<file path="src/hw/rtl/crpe_pkg.sv">
// Package: constants, codes and types of the Catmull-Rom point evaluator.
`default_nettype none
package crpe_pkg;
    localparam int MAX_POINTS_DEF  = 1024;
    localparam int T_FRAC_BITS_DEF = 16;

    localparam int SLOT_W  = 10;
    localparam int COORD_W = 32;
    localparam int POS_W   = 17;
    localparam int COUNT_W = 11;
    localparam int STAT_W  = 2;
    localparam int IDX_W   = 12;

    localparam logic OP_WRITE = 1'b0;
    localparam logic OP_EVAL  = 1'b1;

    localparam logic CFG_CLOSED = 1'b0;
    localparam logic CFG_COUNT  = 1'b1;

    localparam logic [STAT_W-1:0] ST_OK    = 2'd0;
    localparam logic [STAT_W-1:0] ST_RANGE = 2'd1;
    localparam logic [STAT_W-1:0] ST_SAT   = 2'd2;

    typedef logic [3*COORD_W-1:0] point_t;

    typedef struct packed {
        logic adv;
        logic wr;
    } ctl_t;
endpackage
`default_nettype wire

</file>
<file path="src/hw/rtl/crpe_coef.sv">
// Basis coefficient pipeline: t^2, t^3 and the four weights over three stages.
`default_nettype none
module crpe_coef #(
    parameter int T_FRAC_BITS = crpe_pkg::T_FRAC_BITS_DEF,
    parameter int CW          = T_FRAC_BITS + 5
) (
    input  wire                         clk,
    input  wire crpe_pkg::ctl_t         ctl,
    input  wire [crpe_pkg::POS_W-1:0]   position,
    output logic signed [CW-1:0]        coef [4]
);
    import crpe_pkg::*;

    localparam int TW = T_FRAC_BITS + 1;
    localparam int PW = 2 * TW;
    localparam logic [TW-1:0] ONE  = TW'(1) << T_FRAC_BITS;
    localparam logic [PW-1:0] HALF = PW'(1) << (T_FRAC_BITS - 1);

    logic [TW-1:0] tc;
    logic [TW-1:0] t1_reg, t2a_reg, t2b_reg;
    logic [PW-1:0] sq_reg, cu_reg, sq_rnd, cu_rnd;
    logic [TW-1:0] t2, t3;
    logic signed [CW-1:0] st, st2, st3, one2;
    logic signed [CW-1:0] coef_reg [4];

    assign tc = (32'(position) > 32'(ONE)) ? ONE : TW'(position);

    always_comb
    begin
        sq_rnd = sq_reg + HALF;
        t2     = TW'(sq_rnd >> T_FRAC_BITS);
        cu_rnd = cu_reg + HALF;
        t3     = TW'(cu_rnd >> T_FRAC_BITS);
        st     = CW'(t2a_reg);
        st2    = CW'(t2b_reg);
        st3    = CW'(t3);
        one2   = CW'(ONE) <<< 1;
    end

    always_ff @(posedge clk)
    begin
        if (ctl.adv)
        begin
            t1_reg   <= tc;
            sq_reg   <= PW'(tc) * PW'(tc);
            t2a_reg  <= t1_reg;
            t2b_reg  <= t2;
            cu_reg   <= PW'(t2) * PW'(t1_reg);
            coef_reg[0] <= (st2 <<< 1) - st3 - st;
            coef_reg[1] <= CW'((st3 * 3) - (st2 * 5) + one2);
            coef_reg[2] <= CW'((st2 <<< 2) - (st3 * 3) + st);
            coef_reg[3] <= st3 - st2;
        end
    end

    // note: t2a_reg carries t aligned with cu_reg
    assign coef = coef_reg;
endmodule
`default_nettype wire

</file>
<file path="config.mk">
export PLATFORM = sky130hd
export DESIGN_NAME = crpe_coef
export DESIGN_NICKNAME = d
export VERILOG_FILES = /design/src/hw/rtl/crpe_pkg.sv /design/src/hw/rtl/crpe_coef.sv
export SDC_FILE = /design/constraint.sdc
export NUM_CORES = 2
export LEC_CHECK = 0
export ABC_AREA = 1
export BUFFER_PORTS_ARGS = -buffer_cell sky130_fd_sc_hd__buf_4
export CAP_MARGIN = 15
export CORE_MARGIN = 2
export CORE_UTILIZATION = 30
export DETAILED_ROUTE_END_ITERATION = 6
export PLACE_DENSITY = 0.44
export SYNTH_ARGS = -nofsm -noshare
export SYNTH_HDL_FRONTEND = slang
export SYNTH_SLANG_ARGS = --single-unit
</file>
<file path="constraint.sdc">
create_clock -name clk -period 18.2 [get_ports clk]
set_clock_uncertainty 0.2 [all_clocks]
set_input_delay 0.91 -clock clk [delete_from_list [all_inputs] [get_ports clk]]
set_output_delay 0.91 -clock clk [all_outputs]
set_load 0.02 [all_outputs]
</file>
==> run metrics <==
number of cells upsized or downsized after cts 0; headroom to the max-slew limit 29.5%; root buffer cell clkbuf_16; Vert. Die Dim 318 um; post-route antenna net violation count 0; post-DP HPWL 74.9 mm; Worst-Margin Slew 1.06 ns; final critical-path share of the clock period 42.9%; Synth-to-Final Area Change 9.89%; DR vias 22800; hold violation total from the final report 0; reg-to-reg critical path endpoint cu_reg[25]; final count of negative-setup-slack endpoints 0; Port Buf Inserts 102; Pre-Repair DR Iteration Count 5; CP startpoint kind register; non-filler cells, final 4926; Max Cap Violations 0; clock buffers created by TritonCTS 17; dpl ws 9.96 ns; number of flops mapped to enable cells by yosys 165; delay of the slowest critical-path stage 0.58 ns; r2r startpoint sq_reg[15]; flip-flop cell with the highest count after synthesis edfxtp_1; area enclosed by the die boundary 0.101 mm^2; hold bufs inserted after CTS 0; average via count per standard cell 4.62; number of antenna violations at the first check in global routing 1; FF+latch count, synth 165; post-route worst setup slack 10.40 ns; source of the worst hold timing path t2a_reg[0]; final critical delay including setup and external delays 7.80 ns; Worst path slowest cell inv_1; most common cell after layout, fill and taps aside inv_1; DRC violation count after routing 0; type of destination of the critical path register; unrepaired setup endpoints after global routing false; Num Clock Sinks 165; floorplan die width 318 um; num rows 115; fraction of final layout cells sized beyond drive strength 1 5.61%; Final Net Count 4437; Worst-path clk slew 0.08 ns; Ys Warns 0; outcome completed; buffer levels on the longest clock path 2; Post CTS Setup Buffer Count 0; total global routing track utilization 18.1%; leftover overflow at the end of global routing 0; routed len/inst 18.0 um; number of levels the H-tree was split into 4; initial core utilization 30.2%; sequential fraction of the synthesis area 16.7%; drt initial violations 1066; Worst Hold Path EP coef[63]; TritonCTS clock tree built; start-to-end type of the worst setup path reg2reg; reg-to-reg slack, setup 10.40 ns; type of the most critical hold path reg2reg; Core Util, Final 33.2%; first-pass GRT wire length 140 mm; mean instance size in the synthesized netlist 8.43 um^2; Final Slew Violations 0; number of filler cells placed in the layout 10600; data required time at the worst endpoint 18.26 ns; Total Routed Length 88.8 mm; number of cells traversed by the worst register-to-register path 35; insertion delay to the later sink of the worst-skew pair 0.49 ns; number of flip-flops under the largest register name 78; pin count of the biggest net entering global routing 93; Min-Delay Path Depth 1; Worst Path Max Fanout 13; core area 0.0981 mm^2; synthesized instance count 3518; setup TNS after final layout 0 ns; Syn Std Cell Area 0.0297 mm^2; I/O pin count 104; commonest cells after routing, fill and taps aside inv_1 (816), nand2_1 (644), fa_1 (431), ha_1 (360), nor2_1 (310); top achievable clock speed 128 MHz; fraction of synthesis flops using an asynchronous set or reset pin 0%; Synth cell types 52; Inst Count DP 4894; via count of the first global-routing pass 24400; weighted congestion reported at the end of routability-driven placement 0.890; data arrival time at the worst-slack endpoint 7.87 ns
[final cells by class]
cell class,count,area [um^2],area share (%)
multi-input cells,2486,21400,65.6
flip-flops and latches,165,4950,15.2
inverters,835,3140,9.63
well taps,1287,1610,4.94
repair buffers,121,912,2.80
clock buffers,18,429,1.32
clock inverters,13,169,0.518
diodes,1,2.50,0.00768
[worst max path at each step]
stage          depth (start not counted)        start         end
6_report                              35   sq_reg[15]  cu_reg[25]
5_1_grt                               32   sq_reg[16]  cu_reg[29]
4_1_cts                               32   sq_reg[15]  cu_reg[29]
3_5_place_dp                          29  position[5]  sq_reg[32]
3_3_place_gp                          29  position[5]  sq_reg[32]
2_1_floorplan                         32  position[5]  sq_reg[31]
[kinds of logic (layout without fill, tap and decap cells)]
group                    after synthesis  after routing  synth area share [%]
flip-flops                           165            165                  16.7
AND/OR/NAND/NOR                     1116           1116                  15.2
AO/OA/AOI/OAI                        401            401                  7.69
buffers and inverters                888            987                  11.5
XOR/XNOR                             155            155                  4.58
adder cells (fa/ha/maj)              791            791                  44.3
other                                  2             24                0.0253
[critical path, delay by kind of cell (launching register included)]
kind	cells	cell delay, ns
fa+ha+maj	8	3.55
simple gates	14	1.80
buf+inv	10	1.06
flops	1	0.38
xor+xnor	1	0.34
compound gates	2	0.24
[cells in the mapped netlist, types with 5 or more instances]
cell / number / area share (%)
a21boi_0: 7 / 0.18
a21o_1: 27 / 0.68
a21oi_1: 200 / 3.4
a31oi_1: 13 / 0.27
buf_2: 6 / 0.10
buf_4: 6 / 0.15
clkbuf_1: 35 / 0.44
clkinv_1: 7 / 0.089
edfxtp_1: 165 / 17
fa_1: 431 / 29
ha_1: 360 / 15
inv_1: 816 / 10
inv_2: 10 / 0.13
nand2_1: 644 / 8.2
nand2_2: 20 / 0.42
nand3_1: 62 / 1.0
nand4_1: 21 / 0.44
nor2_1: 310 / 3.9
nor2_2: 5 / 0.11
nor3_1: 29 / 0.49
nor4_1: 5 / 0.11
o211ai_1: 9 / 0.23
o21a_1: 8 / 0.20
o21ai_0: 94 / 1.6
o21bai_1: 13 / 0.33
xnor2_1: 57 / 1.7
xor2_1: 98 / 2.9
[metrics by stage]
step	hold WS (ns)	instance area, um^2
floorplan	0.224	29700
global placement	0.437	32000
detailed placement	0.453	32000
CTS	0.484	32600
global route	0.490	32600
finish	0.467	32600
[routing by layer]
layer | up-vias | global-route usage [%] | part of all wire (%)
met5 | - | 0 | 0
met3 | 90 | 1.67 | 3.0
li1 | 11100 | - | -
met4 | 0 | 5.82 | 3.1
met1 | 11200 | 23.4 | 45
met2 | 432 | 31.9 | 49
Power is not shown: default switching activity piles up to over one toggle a cycle in this logic, so the estimate is an artifact.
